--- config.mk ---
export PLATFORM = sky130hd
export DESIGN_NAME = reset_button_qualifier_top_flat
export DESIGN_NICKNAME = d
export VERILOG_FILES = /design/src/sv/rbq_pkg.sv /design/src/sv/rbq_if.sv /design/src/sv/rbq_regs.sv /design/src/sv/rbq_ctrl.sv /design/src/sv/rbq_datapath.sv /design/src/sv/reset_button_qualifier_top.sv /design/src/flat_wrapper.sv
export SDC_FILE = /design/constraint.sdc
export NUM_CORES = 2
export LEC_CHECK = 0
export BUFFER_PORTS_ARGS = -buffer_cell sky130_fd_sc_hd__buf_2
export CORE_MARGIN = 8
export CORE_UTILIZATION = 30
export CTS_CLUSTER_DIAMETER = 150
export DETAILED_ROUTE_END_ITERATION = 10
export PLACE_DENSITY = 0.53
export SYNTH_ARGS = -nofsm -noshare
export SYNTH_HDL_FRONTEND = slang
export SYNTH_SLANG_ARGS = --single-unit
--- constraint.sdc ---
create_clock -name clk_i -period 9.2 [get_ports clk_i]
set_input_delay 1.84 -clock clk_i [delete_from_list [all_inputs] [get_ports clk_i]]
set_output_delay 1.84 -clock clk_i [all_outputs]
set_load 0.01 [all_outputs]
--- src/sv/rbq_pkg.sv ---
// Shared types and constants of the reset button qualifier.
// Holds the configuration record, the controller/datapath command and status
// structs, and the register map. Depends on nothing.
`default_nettype none

package rbq_pkg;

  localparam int TickW     = 63;  // timestamp width
  localparam int CfgW      = 32;  // width of the 32-bit tick registers
  localparam int MinW      = 6;   // demo minutes width
  localparam int MinProdW  = MinW + 6;          // minutes times sixty
  localparam int ProdW     = MinProdW + CfgW;   // minutes times sixty times rate
  localparam int FireW     = TickW + 1;         // demo start time, may exceed 63 bits
  localparam int ApbW      = 64;
  localparam int AddrW     = 6;
  localparam int IdxW      = 3;
  localparam int DivSteps  = 62;  // quotient bits 62 down to 1
  localparam int CntW      = 6;
  localparam int SecPerMin = 60;

  typedef logic [IdxW-1:0] reg_idx_t;

  localparam reg_idx_t RegQualify   = 3'd0;
  localparam reg_idx_t RegHold      = 3'd1;
  localparam reg_idx_t RegTickRate  = 3'd2;
  localparam reg_idx_t RegDemoMin   = 3'd3;
  localparam reg_idx_t RegStartTime = 3'd4;

  localparam logic [CfgW-1:0] QualifyReset  = 32'd4050;
  localparam logic [CfgW-1:0] HoldReset     = 32'd1620000;
  localparam logic [CfgW-1:0] TickRateReset = 32'd40500000;

  typedef struct packed {
    logic [CfgW-1:0]  qualify_ticks;
    logic [CfgW-1:0]  release_hold_ticks;
    logic [CfgW-1:0]  ticks_per_second;
    logic [MinW-1:0]  demo_minutes;
    logic [TickW-1:0] start_time;
  } rbq_cfg_t;

  typedef struct packed {
    logic load;      // capture the input transaction
    logic eval;      // run the debounce update and the demo product
    logic fire;      // form the demo start time
    logic div_init;  // load the divider with the elapsed ticks
    logic div_step;  // one restoring division step
    logic out_load;  // move the result into the output register
    logic use_demo;  // result comes from the demo toggle
  } rbq_cmd_t;

  typedef struct packed {
    logic is_intr;
    logic demo_on;
    logic fire_before_now;
  } rbq_sts_t;

endpackage

`default_nettype wire

--- src/sv/rbq_if.sv ---
// Valid/ready channel interfaces for the input and result transactions.
// Field widths come from rbq_pkg.
`default_nettype none

interface rbq_in_if import rbq_pkg::*; ();
  logic             valid;
  logic             ready;
  logic             kind;
  logic             button_down;
  logic [TickW-1:0] now_ticks;

  modport source(output valid, kind, button_down, now_ticks, input ready);
  modport sink(input valid, kind, button_down, now_ticks, output ready);
endinterface

interface rbq_out_if import rbq_pkg::*; ();
  logic valid;
  logic ready;
  logic pressed_state;
  logic reset_event;

  modport source(output valid, pressed_state, reset_event, input ready);
  modport sink(input valid, pressed_state, reset_event, output ready);
endinterface

`default_nettype wire

--- src/sv/rbq_regs.sv ---
// APB-style configuration register file of the reset button qualifier.
// Depends on rbq_pkg for the register map and the configuration record.
`default_nettype none

module rbq_regs import rbq_pkg::*; (
  input  logic             clk_i,
  input  logic             rst_ni,
  input  logic             psel,
  input  logic             penable,
  input  logic             pwrite,
  input  logic [AddrW-1:0] paddr,
  input  logic [ApbW-1:0]  pwdata,
  output logic [ApbW-1:0]  prdata,
  output logic             pready,
  output rbq_cfg_t         cfg_o
);

  rbq_cfg_t cfg_q;
  reg_idx_t idx;
  logic     wr;

  assign idx    = paddr[AddrW-1:AddrW-IdxW];
  assign wr     = psel & penable & pwrite;
  assign pready = 1'b1;
  assign cfg_o  = cfg_q;

  always_ff @(posedge clk_i or negedge rst_ni) begin
    if (!rst_ni) begin
      cfg_q.qualify_ticks      <= QualifyReset;
      cfg_q.release_hold_ticks <= HoldReset;
      cfg_q.ticks_per_second   <= TickRateReset;
      cfg_q.demo_minutes       <= '0;
      cfg_q.start_time         <= '0;
    end else if (wr) begin
      case (idx)
        RegQualify:   cfg_q.qualify_ticks      <= pwdata[CfgW-1:0];
        RegHold:      cfg_q.release_hold_ticks <= pwdata[CfgW-1:0];
        RegTickRate:  cfg_q.ticks_per_second   <= pwdata[CfgW-1:0];
        RegDemoMin:   cfg_q.demo_minutes       <= pwdata[MinW-1:0];
        RegStartTime: cfg_q.start_time         <= pwdata[TickW-1:0];
        default: ;
      endcase
    end
  end

  always_comb begin
    case (idx)
      RegQualify:   prdata = ApbW'(cfg_q.qualify_ticks);
      RegHold:      prdata = ApbW'(cfg_q.release_hold_ticks);
      RegTickRate:  prdata = ApbW'(cfg_q.ticks_per_second);
      RegDemoMin:   prdata = ApbW'(cfg_q.demo_minutes);
      RegStartTime: prdata = ApbW'(cfg_q.start_time);
      default:      prdata = '0;
    endcase
  end

endmodule

`default_nettype wire

--- src/sv/rbq_ctrl.sv ---
// Sequencing state machine of the reset button qualifier.
// Drives the datapath by rbq_cmd_t and reads rbq_sts_t; depends on rbq_pkg.
`default_nettype none

module rbq_ctrl import rbq_pkg::*; (
  input  logic     clk_i,
  input  logic     rst_ni,
  input  logic     in_valid_i,
  output logic     in_ready_o,
  output logic     out_valid_o,
  input  logic     out_ready_i,
  input  rbq_sts_t sts_i,
  output rbq_cmd_t cmd_o
);

  localparam logic [2:0] S_IDLE = 3'd0;
  localparam logic [2:0] S_EVAL = 3'd1;
  localparam logic [2:0] S_FIRE = 3'd2;
  localparam logic [2:0] S_CMP  = 3'd3;
  localparam logic [2:0] S_DIV  = 3'd4;
  localparam logic [2:0] S_DONE = 3'd5;

  logic [2:0]      state_q, state_d;
  logic [CntW-1:0] cnt_q, cnt_d;
  logic            demo_sel_q, demo_sel_d;
  logic            out_valid_q, out_valid_d;
  logic            out_free;

  assign out_free    = !out_valid_q || out_ready_i;
  assign out_valid_o = out_valid_q;

  always_comb begin
    state_d    = state_q;
    cnt_d      = cnt_q;
    demo_sel_d = demo_sel_q;
    cmd_o      = '0;
    in_ready_o = 1'b0;
    case (state_q)
      S_IDLE: begin
        in_ready_o = 1'b1;
        if (in_valid_i) begin
          cmd_o.load = 1'b1;
          state_d    = S_EVAL;
        end
      end
      S_EVAL: begin
        cmd_o.eval = 1'b1;
        state_d    = S_FIRE;
      end
      S_FIRE: begin
        cmd_o.fire = 1'b1;
        state_d    = S_CMP;
      end
      S_CMP: begin
        if (!sts_i.is_intr && sts_i.demo_on && sts_i.fire_before_now) begin
          cmd_o.div_init = 1'b1;
          cnt_d          = CntW'(DivSteps - 1);
          demo_sel_d     = 1'b1;
          state_d        = S_DIV;
        end else begin
          demo_sel_d = 1'b0;
          state_d    = S_DONE;
        end
      end
      S_DIV: begin
        cmd_o.div_step = 1'b1;
        if (cnt_q == '0) begin
          state_d = S_DONE;
        end else begin
          cnt_d = cnt_q - 1'b1;
        end
      end
      S_DONE: begin
        // The result waits here until the output register is free.
        if (out_free) begin
          cmd_o.out_load = 1'b1;
          cmd_o.use_demo = demo_sel_q;
          state_d        = S_IDLE;
        end
      end
      default: state_d = S_IDLE;
    endcase
    out_valid_d = cmd_o.out_load | (out_valid_q & ~out_ready_i);
  end

  always_ff @(posedge clk_i or negedge rst_ni) begin
    if (!rst_ni) begin
      state_q     <= S_IDLE;
      cnt_q       <= '0;
      demo_sel_q  <= 1'b0;
      out_valid_q <= 1'b0;
    end else begin
      state_q     <= state_d;
      cnt_q       <= cnt_d;
      demo_sel_q  <= demo_sel_d;
      out_valid_q <= out_valid_d;
    end
  end

`ifndef ASSERT_OFF
  a_accept_to_eval: assert property (@(posedge clk_i) disable iff (!rst_ni)
    in_valid_i && in_ready_o |=> state_q == S_EVAL)
    else $error("accepted transaction did not start evaluation");

  a_div_ends: assert property (@(posedge clk_i) disable iff (!rst_ni)
    state_q == S_DIV && cnt_q == '0 |=> state_q == S_DONE)
    else $error("division did not end after its last step");

  a_result_kept: assert property (@(posedge clk_i) disable iff (!rst_ni)
    out_valid_q && !out_ready_i |=> out_valid_q)
    else $error("pending result dropped while receiver stalled");
`endif

endmodule

`default_nettype wire

--- src/sv/rbq_datapath.sv ---
// Datapath of the reset button qualifier: debounce state, demo start time,
// bit-serial restoring divider and the output register. Depends on rbq_pkg.
`default_nettype none

module rbq_datapath import rbq_pkg::*; (
  input  logic             clk_i,
  input  logic             rst_ni,
  input  rbq_cfg_t         cfg_i,
  input  logic             kind_i,
  input  logic             button_down_i,
  input  logic [TickW-1:0] now_ticks_i,
  input  rbq_cmd_t         cmd_i,
  output rbq_sts_t         sts_o,
  output logic             pressed_state_o,
  output logic             reset_event_o
);

  // Captured transaction.
  logic             kind_q, down_q;
  logic [TickW-1:0] now_q;

  // Debounce state.
  logic             is_down_q, is_down_d;
  logic             last_q, last_d;
  logic [TickW-1:0] rel_q, rel_d;
  logic [TickW-1:0] press_q, press_d;
  logic             st_q, st_d;

  // Demo timing.
  logic [CfgW-1:0]     tps_eff;
  logic [MinProdW-1:0] min_x60;
  logic [ProdW-1:0]    prod_q;
  logic [FireW-1:0]    fire_q;
  logic [FireW:0]      now_minus_fire;
  logic [TickW-1:0]    dvd_q;
  logic [CfgW-1:0]     rem_q;
  logic [CfgW:0]       rem_shift, rem_sub;
  logic                ge;
  logic                qbit_q;

  logic             pressed_q, event_q;
  logic [TickW:0]   press_diff, rel_diff;
  logic             press_qual, rel_any, rel_hold;

  assign tps_eff = (cfg_i.ticks_per_second == '0) ? CfgW'(1) : cfg_i.ticks_per_second;
  assign min_x60 = MinProdW'(cfg_i.demo_minutes) * MinProdW'(SecPerMin);

  assign press_diff = {1'b0, now_q} - {1'b0, press_q};
  assign rel_diff   = {1'b0, now_q} - {1'b0, rel_q};
  // A timestamp earlier than the press counts as not yet qualified.
  assign press_qual = !press_diff[TickW] &&
                      (press_diff[TickW-1:0] > TickW'(cfg_i.qualify_ticks));
  assign rel_any    = rel_q != '0;
  // A timestamp earlier than the release counts as still within the hold.
  assign rel_hold   = rel_any && (rel_diff[TickW] ||
                      (rel_diff[TickW-1:0] < TickW'(cfg_i.release_hold_ticks)));

  always_comb begin
    is_down_d = is_down_q;
    last_d    = last_q;
    rel_d     = rel_q;
    press_d   = press_q;
    st_d      = 1'b0;
    if (kind_q) begin
      press_d = now_q;
      if (down_q) begin
        is_down_d = 1'b1;
        last_d    = 1'b1;
      end
    end else begin
      if (down_q) begin
        if (!is_down_q) begin
          is_down_d = 1'b1;
          st_d      = rel_any;
          press_d   = now_q;
        end else begin
          st_d = rel_any || press_qual;
        end
      end else if (is_down_q) begin
        is_down_d = 1'b0;
        st_d      = last_q;
        rel_d     = last_q ? now_q : '0;
      end else if (rel_hold) begin
        st_d = 1'b1;
      end else begin
        st_d  = 1'b0;
        rel_d = '0;
      end
      last_d = st_d;
    end
  end

  assign now_minus_fire = {2'b00, now_q} - {1'b0, fire_q};

  assign sts_o.is_intr         = kind_q;
  assign sts_o.demo_on         = cfg_i.demo_minutes != '0;
  assign sts_o.fire_before_now = !now_minus_fire[FireW] &&
                                 (now_minus_fire[FireW-1:0] != '0);

  // One quotient bit per step; only the bit worth two seconds is kept.
  assign rem_shift = {rem_q, dvd_q[TickW-1]};
  assign rem_sub   = rem_shift - {1'b0, tps_eff};
  assign ge        = rem_shift >= {1'b0, tps_eff};

  always_ff @(posedge clk_i or negedge rst_ni) begin
    if (!rst_ni) begin
      is_down_q <= 1'b0;
      last_q    <= 1'b0;
      rel_q     <= '0;
      press_q   <= '0;
    end else if (cmd_i.eval) begin
      is_down_q <= is_down_d;
      last_q    <= last_d;
      rel_q     <= rel_d;
      press_q   <= press_d;
    end
  end

  always_ff @(posedge clk_i) begin
    if (cmd_i.load) begin
      kind_q <= kind_i;
      down_q <= button_down_i;
      now_q  <= now_ticks_i;
    end
    if (cmd_i.eval) begin
      st_q   <= st_d;
      prod_q <= ProdW'(min_x60) * ProdW'(tps_eff);
    end
    if (cmd_i.fire) begin
      fire_q <= {1'b0, cfg_i.start_time} + FireW'(prod_q);
    end
    if (cmd_i.div_init) begin
      dvd_q <= now_minus_fire[TickW-1:0];
      rem_q <= '0;
    end else if (cmd_i.div_step) begin
      dvd_q  <= {dvd_q[TickW-2:0], 1'b0};
      rem_q  <= ge ? rem_sub[CfgW-1:0] : rem_shift[CfgW-1:0];
      qbit_q <= ge;
    end
    if (cmd_i.out_load) begin
      pressed_q <= cmd_i.use_demo ? ~qbit_q : (st_q & ~kind_q);
      event_q   <= kind_q & down_q;
    end
  end

  assign pressed_state_o = pressed_q;
  assign reset_event_o   = event_q;

`ifndef ASSERT_OFF
  a_intr_result: assert property (@(posedge clk_i) disable iff (!rst_ni)
    cmd_i.out_load && kind_q |=> !pressed_state_o && reset_event_o == $past(down_q))
    else $error("interrupt result fields wrong");

  a_intr_marks_down: assert property (@(posedge clk_i) disable iff (!rst_ni)
    cmd_i.eval && kind_q && down_q |=> is_down_q && last_q)
    else $error("interrupt with button down did not mark it pressed");

  a_poll_release: assert property (@(posedge clk_i) disable iff (!rst_ni)
    cmd_i.eval && !kind_q && !down_q |=> !is_down_q)
    else $error("poll with button up left it marked down");
`endif

endmodule

`default_nettype wire

--- src/sv/reset_button_qualifier_top.sv ---
// Reset button qualifier: debounces a reset push button, reports the
// qualified state to polls and confirms interrupt events.
//
// Channels: in_i carries one transaction per poll (kind 0) or interrupt
// event (kind 1) with the raw level and a 63-bit tick timestamp; out_o
// returns exactly one result per input transaction, in order. Both use
// valid/ready; a transaction moves when valid and ready are high at a
// rising edge. The APB port sets the five registers at byte address 8*i.
// An accepted item passes the states EVAL, FIRE and CMP to DONE; a poll in
// active demo mode also passes DIV, where a restoring divider works out the
// two-second bit of the elapsed seconds. One item is in work at a time, so
// the next is taken only once the last result is loaded for output.
// The output register holds a result while out_o.ready is low; the next
// item is accepted meanwhile and waits after evaluation for the register.
// Reset (rst_ni low) restores register defaults and clears the button
// state; no clearing pass is needed afterwards.
// Depends on rbq_pkg, rbq_if, rbq_regs, rbq_ctrl and rbq_datapath.
`default_nettype none

module reset_button_qualifier_top import rbq_pkg::*; (
  input  logic             clk_i,
  input  logic             rst_ni,
  rbq_in_if.sink           in_i,
  rbq_out_if.source        out_o,
  input  logic             psel,
  input  logic             penable,
  input  logic             pwrite,
  input  logic [AddrW-1:0] paddr,
  input  logic [ApbW-1:0]  pwdata,
  output logic [ApbW-1:0]  prdata,
  output logic             pready
);

  rbq_cfg_t cfg;
  rbq_cmd_t cmd;
  rbq_sts_t sts;
  logic     in_ready;
  logic     out_valid;
  logic     pressed_state;
  logic     reset_event;

  rbq_regs u_regs (
    .clk_i   (clk_i),
    .rst_ni  (rst_ni),
    .psel    (psel),
    .penable (penable),
    .pwrite  (pwrite),
    .paddr   (paddr),
    .pwdata  (pwdata),
    .prdata  (prdata),
    .pready  (pready),
    .cfg_o   (cfg)
  );

  rbq_ctrl u_ctrl (
    .clk_i       (clk_i),
    .rst_ni      (rst_ni),
    .in_valid_i  (in_i.valid),
    .in_ready_o  (in_ready),
    .out_valid_o (out_valid),
    .out_ready_i (out_o.ready),
    .sts_i       (sts),
    .cmd_o       (cmd)
  );

  rbq_datapath u_datapath (
    .clk_i           (clk_i),
    .rst_ni          (rst_ni),
    .cfg_i           (cfg),
    .kind_i          (in_i.kind),
    .button_down_i   (in_i.button_down),
    .now_ticks_i     (in_i.now_ticks),
    .cmd_i           (cmd),
    .sts_o           (sts),
    .pressed_state_o (pressed_state),
    .reset_event_o   (reset_event)
  );

  assign in_i.ready          = in_ready;
  assign out_o.valid         = out_valid;
  assign out_o.pressed_state = pressed_state;
  assign out_o.reset_event   = reset_event;

endmodule

`default_nettype wire

--- src/flat_wrapper.sv ---
// flat-port wrapper written by rule: the top's interface ports become plain ports
module reset_button_qualifier_top_flat import rbq_pkg::*;
  (clk_i, rst_ni, psel, penable, pwrite, paddr, pwdata, prdata, pready, in_i_valid, in_i_kind, in_i_button_down, in_i_now_ticks, in_i_ready, out_o_valid, out_o_pressed_state, out_o_reset_event, out_o_ready);
  rbq_in_if in_i_i ();
  rbq_out_if out_o_i ();
  input  logic clk_i;
  input  logic rst_ni;
  input  logic psel;
  input  logic penable;
  input  logic pwrite;
  input  logic [AddrW-1:0] paddr;
  input  logic [ApbW-1:0] pwdata;
  output logic [ApbW-1:0] prdata;
  output logic pready;
  input wire logic [$bits(in_i_i.valid)-1:0] in_i_valid;
  input wire logic [$bits(in_i_i.kind)-1:0] in_i_kind;
  input wire logic [$bits(in_i_i.button_down)-1:0] in_i_button_down;
  input wire logic [$bits(in_i_i.now_ticks)-1:0] in_i_now_ticks;
  output wire logic [$bits(in_i_i.ready)-1:0] in_i_ready;
  output wire logic [$bits(out_o_i.valid)-1:0] out_o_valid;
  output wire logic [$bits(out_o_i.pressed_state)-1:0] out_o_pressed_state;
  output wire logic [$bits(out_o_i.reset_event)-1:0] out_o_reset_event;
  input wire logic [$bits(out_o_i.ready)-1:0] out_o_ready;
  assign in_i_i.valid = in_i_valid;
  assign in_i_i.kind = in_i_kind;
  assign in_i_i.button_down = in_i_button_down;
  assign in_i_i.now_ticks = in_i_now_ticks;
  assign in_i_ready = in_i_i.ready;
  assign out_o_valid = out_o_i.valid;
  assign out_o_pressed_state = out_o_i.pressed_state;
  assign out_o_reset_event = out_o_i.reset_event;
  assign out_o_i.ready = out_o_ready;
  reset_button_qualifier_top u_core (.clk_i(clk_i), .rst_ni(rst_ni), .in_i(in_i_i), .out_o(out_o_i), .psel(psel), .penable(penable), .pwrite(pwrite), .paddr(paddr), .pwdata(pwdata), .prdata(prdata), .pready(pready));
endmodule
# [Word-level counts from Yosys, hierarchy flattened]
# Cells that the tools add are included.
[totals] in_bits=142 elab_cells=134 out_inout_bits=69 regBits=574
[classes] n_mux=38 multipliers=2 n_addsub=6 reduce_logical=33 n_eq_ne=17 bitwise=11 n_lt_le_gt_ge=3
[op_table] op="63-bit 2-to-1 mux" n=8
[op_table] op="63-bit one-hot mux with 5 select lines" n=1
[op_table] op="63-bit by 63-bit subtractor with 64-bit output" n=2
[op_table] op="63-bit by 64-bit subtractor with 65-bit output" n=1
[op_table] op="63-bit by 44-bit adder with 64-bit output" n=1
[op_table] op="32-bit 2-to-1 mux" n=2
[op_table] op="64-bit nonzero test" n=1
[op_table] op="63-bit by 32-bit > comparator with 1-bit output" n=1
[op_table] op="63-bit by 32-bit < comparator with 1-bit output" n=1
[op_table] op="63-bit nonzero test" n=1
[op_table] op="10-bit by 32-bit multiplier with 42-bit output" n=1
[op_table] op="33-bit by 32-bit greater-or-equal comparator with 1-bit output" n=1
[op_table] op="32-bit zero test" n=1
[op_table] op="32-bit subtractor" n=1
[op_table] op="1-bit 2-to-1 mux" n=18
[op_table] op="3-bit one-hot mux with 6 select lines" n=1
[op_table] op="2-bit != test (second input constant)" n=7
[op_table] op="2-bit AND reduction" n=7
[op_table] op="3-bit by 2-bit equality test with 1-bit output (second input constant)" n=4
[op_table] op="6-bit 2-to-1 mux" n=2
[op_table] op="6-bit one-hot mux with 2 select lines" n=1
[op_table] op="6-bit by 4-bit multiplier with 10-bit output (second input constant)" n=1
[op_table] op="3-bit equality test (second input constant)" n=3
[op_table] op="3-bit 2-to-1 mux" n=3
[op_table] op="other kinds (16)" n=40

# [Depth between registers and ports, before layout]
[depth] word_depth=8 depth_mapped=38 ltp_nobuf=36

# [Hierarchy]
# From an unflattened synthesis, not the netlist that was laid out.
[hier_totals] hier_cells=5602 hier_area_um2=52008.6
[modules_own_cells] module="rbq_datapath" cells_per_inst=5020 seq_area_each_um2=10990.5 area_each_um2=43897.1 instances=1
[modules_own_cells] module="rbq_regs" cells_per_inst=513 seq_area_each_um2=4164.0 area_each_um2=7465.9 instances=1
[modules_own_cells] module="rbq_ctrl" cells_per_inst=69 seq_area_each_um2=275.3 area_each_um2=645.6 instances=1

# [Worst setup path after synthesis]
# OpenSTA, ideal clock, no wires.
[synth_path] path_type="register to register" startpoint="reg u_core.u_regs.cfg_q, in the netlist u_core.u_regs.cfg_o[66]" endpoint="reg u_core.u_datapath.prod_q[43] (data pin)" path_slack_ns=0.184 synth_period_minus_slack_ns=9.016 setup_time_ns=0.260 t_required_ns=8.940 path_stages_with_launch=36 arrival_ns=8.756 path_buffers=2 cell_sequence="dfrtp_1 > inv_1 > fa_1 > fa_1 > inv_1 > ha_1 > a21oi_1 > o21bai_1 > a21oi_1 > o21bai_1 > a21oi_1 > xnor2_1 > clkbuf_1 > and2_1 > fa_1 > fa_1 > fa_1 > fa_1 > inv_1 > fa_1 > inv_1 > ha_1 > clkbuf_1 > a21o_1 > a21o_1 > a21oi_1 > o21ai_0 > a21oi_1 > a21oi_1 > o41ai_1 > o21ai_0 > and3_1 > or4_1 > a31o_2 > a21oi_1 > xnor2_1"
[synth_via] elab_chain_len=2
[synth_rtl] element="start, declared" line_no="rbq_regs.sv:18" text="rbq_cfg_t cfg_q;"
[synth_rtl] element="6-bit by 4-bit multiplier with 10-bit output" line_no="rbq_datapath.sv:46" text="assign min_x60 = MinProdW'(cfg_i.demo_minutes) * MinProdW'(SecPerMin);"
[synth_rtl] element="10-bit by 32-bit multiplier with 42-bit output" line_no="rbq_datapath.sv:127" text="prod_q <= ProdW'(min_x60) * ProdW'(tps_eff);"
[synth_rtl] element="end signal, assigned" line_no="rbq_datapath.sv:127"
[synth_rtl] element="end, declared" line_no="rbq_datapath.sv:32" text="logic [ProdW-1:0] prod_q;"
# Every way passes these cells.
# A chain may end at the register's enable or synchronous reset.

# [Worst setup path after layout]
[layout_path] startpoint="reg u_core.u_regs.cfg_q, in the netlist u_core.u_regs.cfg_o[64]" endpoint="reg u_core.u_datapath.prod_q[43] (data pin)"
# Same word-level chain as after synthesis.

==> flow_summary.json <==
{
  "initial_core_util": 0.302,
  "cts_max_path_buffers": 3,
  "hold_depth": 2,
  "hold_end": "u_core.u_datapath.rem_q[4]",
  "num_rows": 152,
  "cpPeakStageDelay_ns": 0.58,
  "slew_violations": 0,
  "synth_fp_nets": 6567,
  "fin_crit_ns": 8.96,
  "hp-start": "u_core.u_datapath.rem_q[4]",
  "synthSimpleGateAreaFrac": 0.155,
  "die_h_um": 432,
  "die_area_um2": 186000,
  "synth_xor_area_frac": 0.0428,
  "clk_latency_ns": 0.69,
  "grt_pass1_wl_mm": 270,
  "worst_pin_slew_ns": 1.18,
  "crit_type": "register to register",
  "drtAntennaViolNets": 0,
  "placedInstanceArea_um2": 55800,
  "ff2ff_setup_slack_ns": 0.24,
  "cts.sink_count": 574,
  "holdBufCountCts": 0,
  "required_ns": 9.60,
  "wirelength_mm": 180,
  "synth_area_per_cell_um2": 9.00,
  "whs_ns": 0.483,
  "relSlewSlack": 0.205,
  "min_period_over_period": 0.974,
  "reg2reg_from": "u_core.u_regs.cfg_o[64]",
  "synth_edf_count": 238,
  "drive_above_1_share": 0.125,
  "wl_per_cell_um": 21.7,
  "status": "finished clean",
  "grt_pass1_vias": 43345,
  "cts_buffers": 75,
  "hold_viol_final": 0,
  "hold_class": "register to register",
  "clock.fmax_mhz": 112,
  "antenna_found_initial": 10,
  "critPathMaxFanout": 6,
  "place.detailed.hpwl_mm": 146,
  "stdcell_area_um2": 58700,
  "ys_ff_latch": 574,
  "place.gp.congestion": 0.932,
  "drc": 0,
  "dieWidth_um": 432,
  "crit_top_cell": "fa_1",
  "grt_max_degree": 103,
  "cpMaxStageDelayCell": "fa_1",
  "muxShareOfSynthArea": 0.0457,
  "grtUsageTotal": 0.187,
  "drtIter0Drc": 2766,
  "synth_top_family_by_area": "adder cells",
  "io_pins": 211,
  "core-area_um2": 172000,
  "clk_pin_slew_worst_paths_ns": 0.06,
  "first_pass_iters": 6,
  "io_buffers": 204,
  "r2r_cells": 35,
  "vias": 43212,
  "yosysSeqAreaShare": 0.298,
  "cap_violations": 0,
  "synthDistinctLibCells": 94,
  "fin_tns_setup_ns": 0,
  "critPathLaunchType": "register",
  "dp_cells": 8133,
  "grt_overflow": 0,
  "setup_violations": 0,
  "instances_no_fill": 8284,
  "syn_to_final_growth_pct": 13.4,
  "yosys_warnings": 0,
  "finalNetCount": 6722,
  "synthFlopType": "dfrtp_1",
  "cts_htree_levels": 3,
  "viasPerCell": 5.22,
  "synth-compound-area-share": 0.188,
  "syn_area_um2": 51800,
  "arrival_ns": 9.37,
  "synthAdderAreaFrac": 0.199,
  "endpoint_kind": "register",
  "fin_skew_ns": 0.0371,
  "postSynthCellCount": 5752,
  "async_flop_share": 0.530,
  "r2r-end": "u_core.u_datapath.prod_q[43]",
  "tritoncts": "yes",
  "cts-root-buf": "clkbuf_16"
}
how the worst max path moves through the flow:
stage,cells after the start,endpoint,slack (ns),from
after floorplan,35,u_core.u_datapath.prod_q[43],0.18,u_core.u_regs.cfg_o[66]
after global placement,36,u_core.u_datapath.prod_q[43],-0.1,u_core.u_regs.cfg_o[65]
after detailed placement,35,u_core.u_datapath.prod_q[43],-0.20,u_core.u_regs.cfg_o[64]
after CTS,35,u_core.u_datapath.prod_q[43],-0.02,u_core.u_regs.cfg_o[64]
after global routing,35,u_core.u_datapath.prod_q[43],-0.13,u_core.u_regs.cfg_o[64]
final,35,u_core.u_datapath.prod_q[43],0.24,u_core.u_regs.cfg_o[64]
cells by family (layout without fill, tap and decap cells):
| logic type | count (synthesis) | in the layout |
|---|---|---|
| AND/OR/NAND/NOR | 1603 | 1603 |
| XOR/XNOR | 253 | 254 |
| flip-flops | 574 | 574 |
| buffers and inverters | 958 | 1174 |
| other | 2 | 7 |
| AO/OA/AOI/OAI | 1476 | 1476 |
| adder cells (fa/ha/maj) | 673 | 673 |
| multiplexers | 213 | 213 |
repair_timing:
action | in CTS | in global routing
resized for setup | 12 | 61
pin swaps | 6 | 50
cloned | 1 | 1
setup buffers | 1 | 4
endpoints found under the setup margin | 5 | 8
placed cells by master (no fill, tap or decap), drive strengths merged, types with 63 or more instances in the layout:
master | synthesis | routed
a21o | 148 | 148
a21oi | 368 | 368
a22o | 92 | 92
and2 | 223 | 223
buf | 41 | 342
clkbuf | 225 | 98
dfrtp | 276 | 276
edfxtp | 238 | 238
fa | 252 | 252
ha | 421 | 421
inv | 691 | 697
mux2 | 179 | 179
nand2 | 536 | 536
nand2b | 79 | 79
nand3 | 78 | 78
nand4 | 104 | 104
nor2 | 256 | 256
nor3 | 83 | 83
nor4 | 63 | 63
o21a | 72 | 72
o21ai | 344 | 344
xnor2 | 165 | 166
xor2 | 88 | 88
stage by stage:
| stage | setup WS, ns | util |
|---|---|---|
| after floorplan | 0.184 | - |
| after global placement | -0.0968 | 0.325 |
| after detailed placement | -0.201 | 0.325 |
| after CTS | -0.0168 | 0.340 |
| after global routing | -0.132 | 0.342 |
| final | 0.237 | 0.342 |
worst max-delay path: cells and delay by family (launching register included):
| family | cells | cell delay [ns] |
|---|---|---|
| adders and majority gates | 9 | 4.22 |
| AOI/OAI and AO/OA | 15 | 2.31 |
| and+or+nand+nor | 3 | 0.87 |
| buffers and inverters | 6 | 0.54 |
| DFF | 1 | 0.45 |
| xor gates and xnor gates | 2 | 0.24 |
cell type report:
type | instances | area, um2
clock buffers | 97 | 2070
flip-flops and latches | 574 | 15400
multi-input cells | 4221 | 33100
inverters | 692 | 2600
well taps | 2310 | 2890
repair buffers | 343 | 2160
fillers | 17762 | 113000
diodes | 5 | 12.5
clock inverters | 42 | 429
registers in the layout, summed over array words and instances (netlist names), 3 cells and up:
name                       flops
u_core.u_datapath.rel_q       63
u_core.u_ctrl.state_q          3
u_core.u_datapath.prod_q      42
u_core.u_datapath.now_q       63
u_core.u_datapath.rem_q       32
u_core.u_datapath.dvd_q       63
u_core.u_datapath.press_q     63
u_core.u_regs.cfg_o          165
u_core.u_datapath.fire_q      64
u_core.u_ctrl.cnt_q            6
routing by layer:
metal / global-route usage / share of wire / up-vias
met3: 0.0205 / 0.037 / 261
met2: 0.324 / 0.49 / 922
li1: - / - / 20554
met4: 0.0796 / 0.046 / 0
met1: 0.237 / 0.43 / 21475
met5: 0 / 0 / -
Yosys cell counts, types with 28 or more instances:
| cell | number | area, um2 |
|---|---|---|
| nand3_1 | 78 | 390 |
| o31ai_1 | 53 | 398 |
| xor2_1 | 88 | 771 |
| nor2_1 | 256 | 961 |
| xnor2_1 | 165 | 1450 |
| nor3_1 | 83 | 415 |
| a21oi_1 | 367 | 1840 |
| a22o_1 | 92 | 806 |
| mux2i_1 | 33 | 330 |
| buf_2 | 28 | 140 |
| o21bai_1 | 41 | 308 |
| o21a_1 | 72 | 541 |
| a31oi_1 | 37 | 231 |
| edfxtp_1 | 238 | 7150 |
| dfxtp_1 | 32 | 641 |
| ha_1 | 421 | 5270 |
| nand4_1 | 102 | 638 |
| nand2_1 | 536 | 2010 |
| dfstp_2 | 28 | 736 |
| a21o_1 | 148 | 1110 |
| mux2_1 | 48 | 541 |
| and2_1 | 223 | 1400 |
| a221o_1 | 44 | 440 |
| clkbuf_1 | 224 | 841 |
| o21ai_0 | 339 | 1700 |
| dfrtp_1 | 276 | 6910 |
| nand2b_1 | 79 | 494 |
| mux2_2 | 131 | 1480 |
| o211ai_1 | 53 | 398 |
| nor2b_1 | 39 | 244 |
| a211oi_1 | 44 | 330 |
| fa_1 | 252 | 5040 |
| and3_1 | 36 | 225 |
| inv_1 | 691 | 2590 |
| nor4_1 | 62 | 388 |
Power is not shown: default switching activity piles up to over one toggle a cycle in this logic, so the estimate is an artifact.
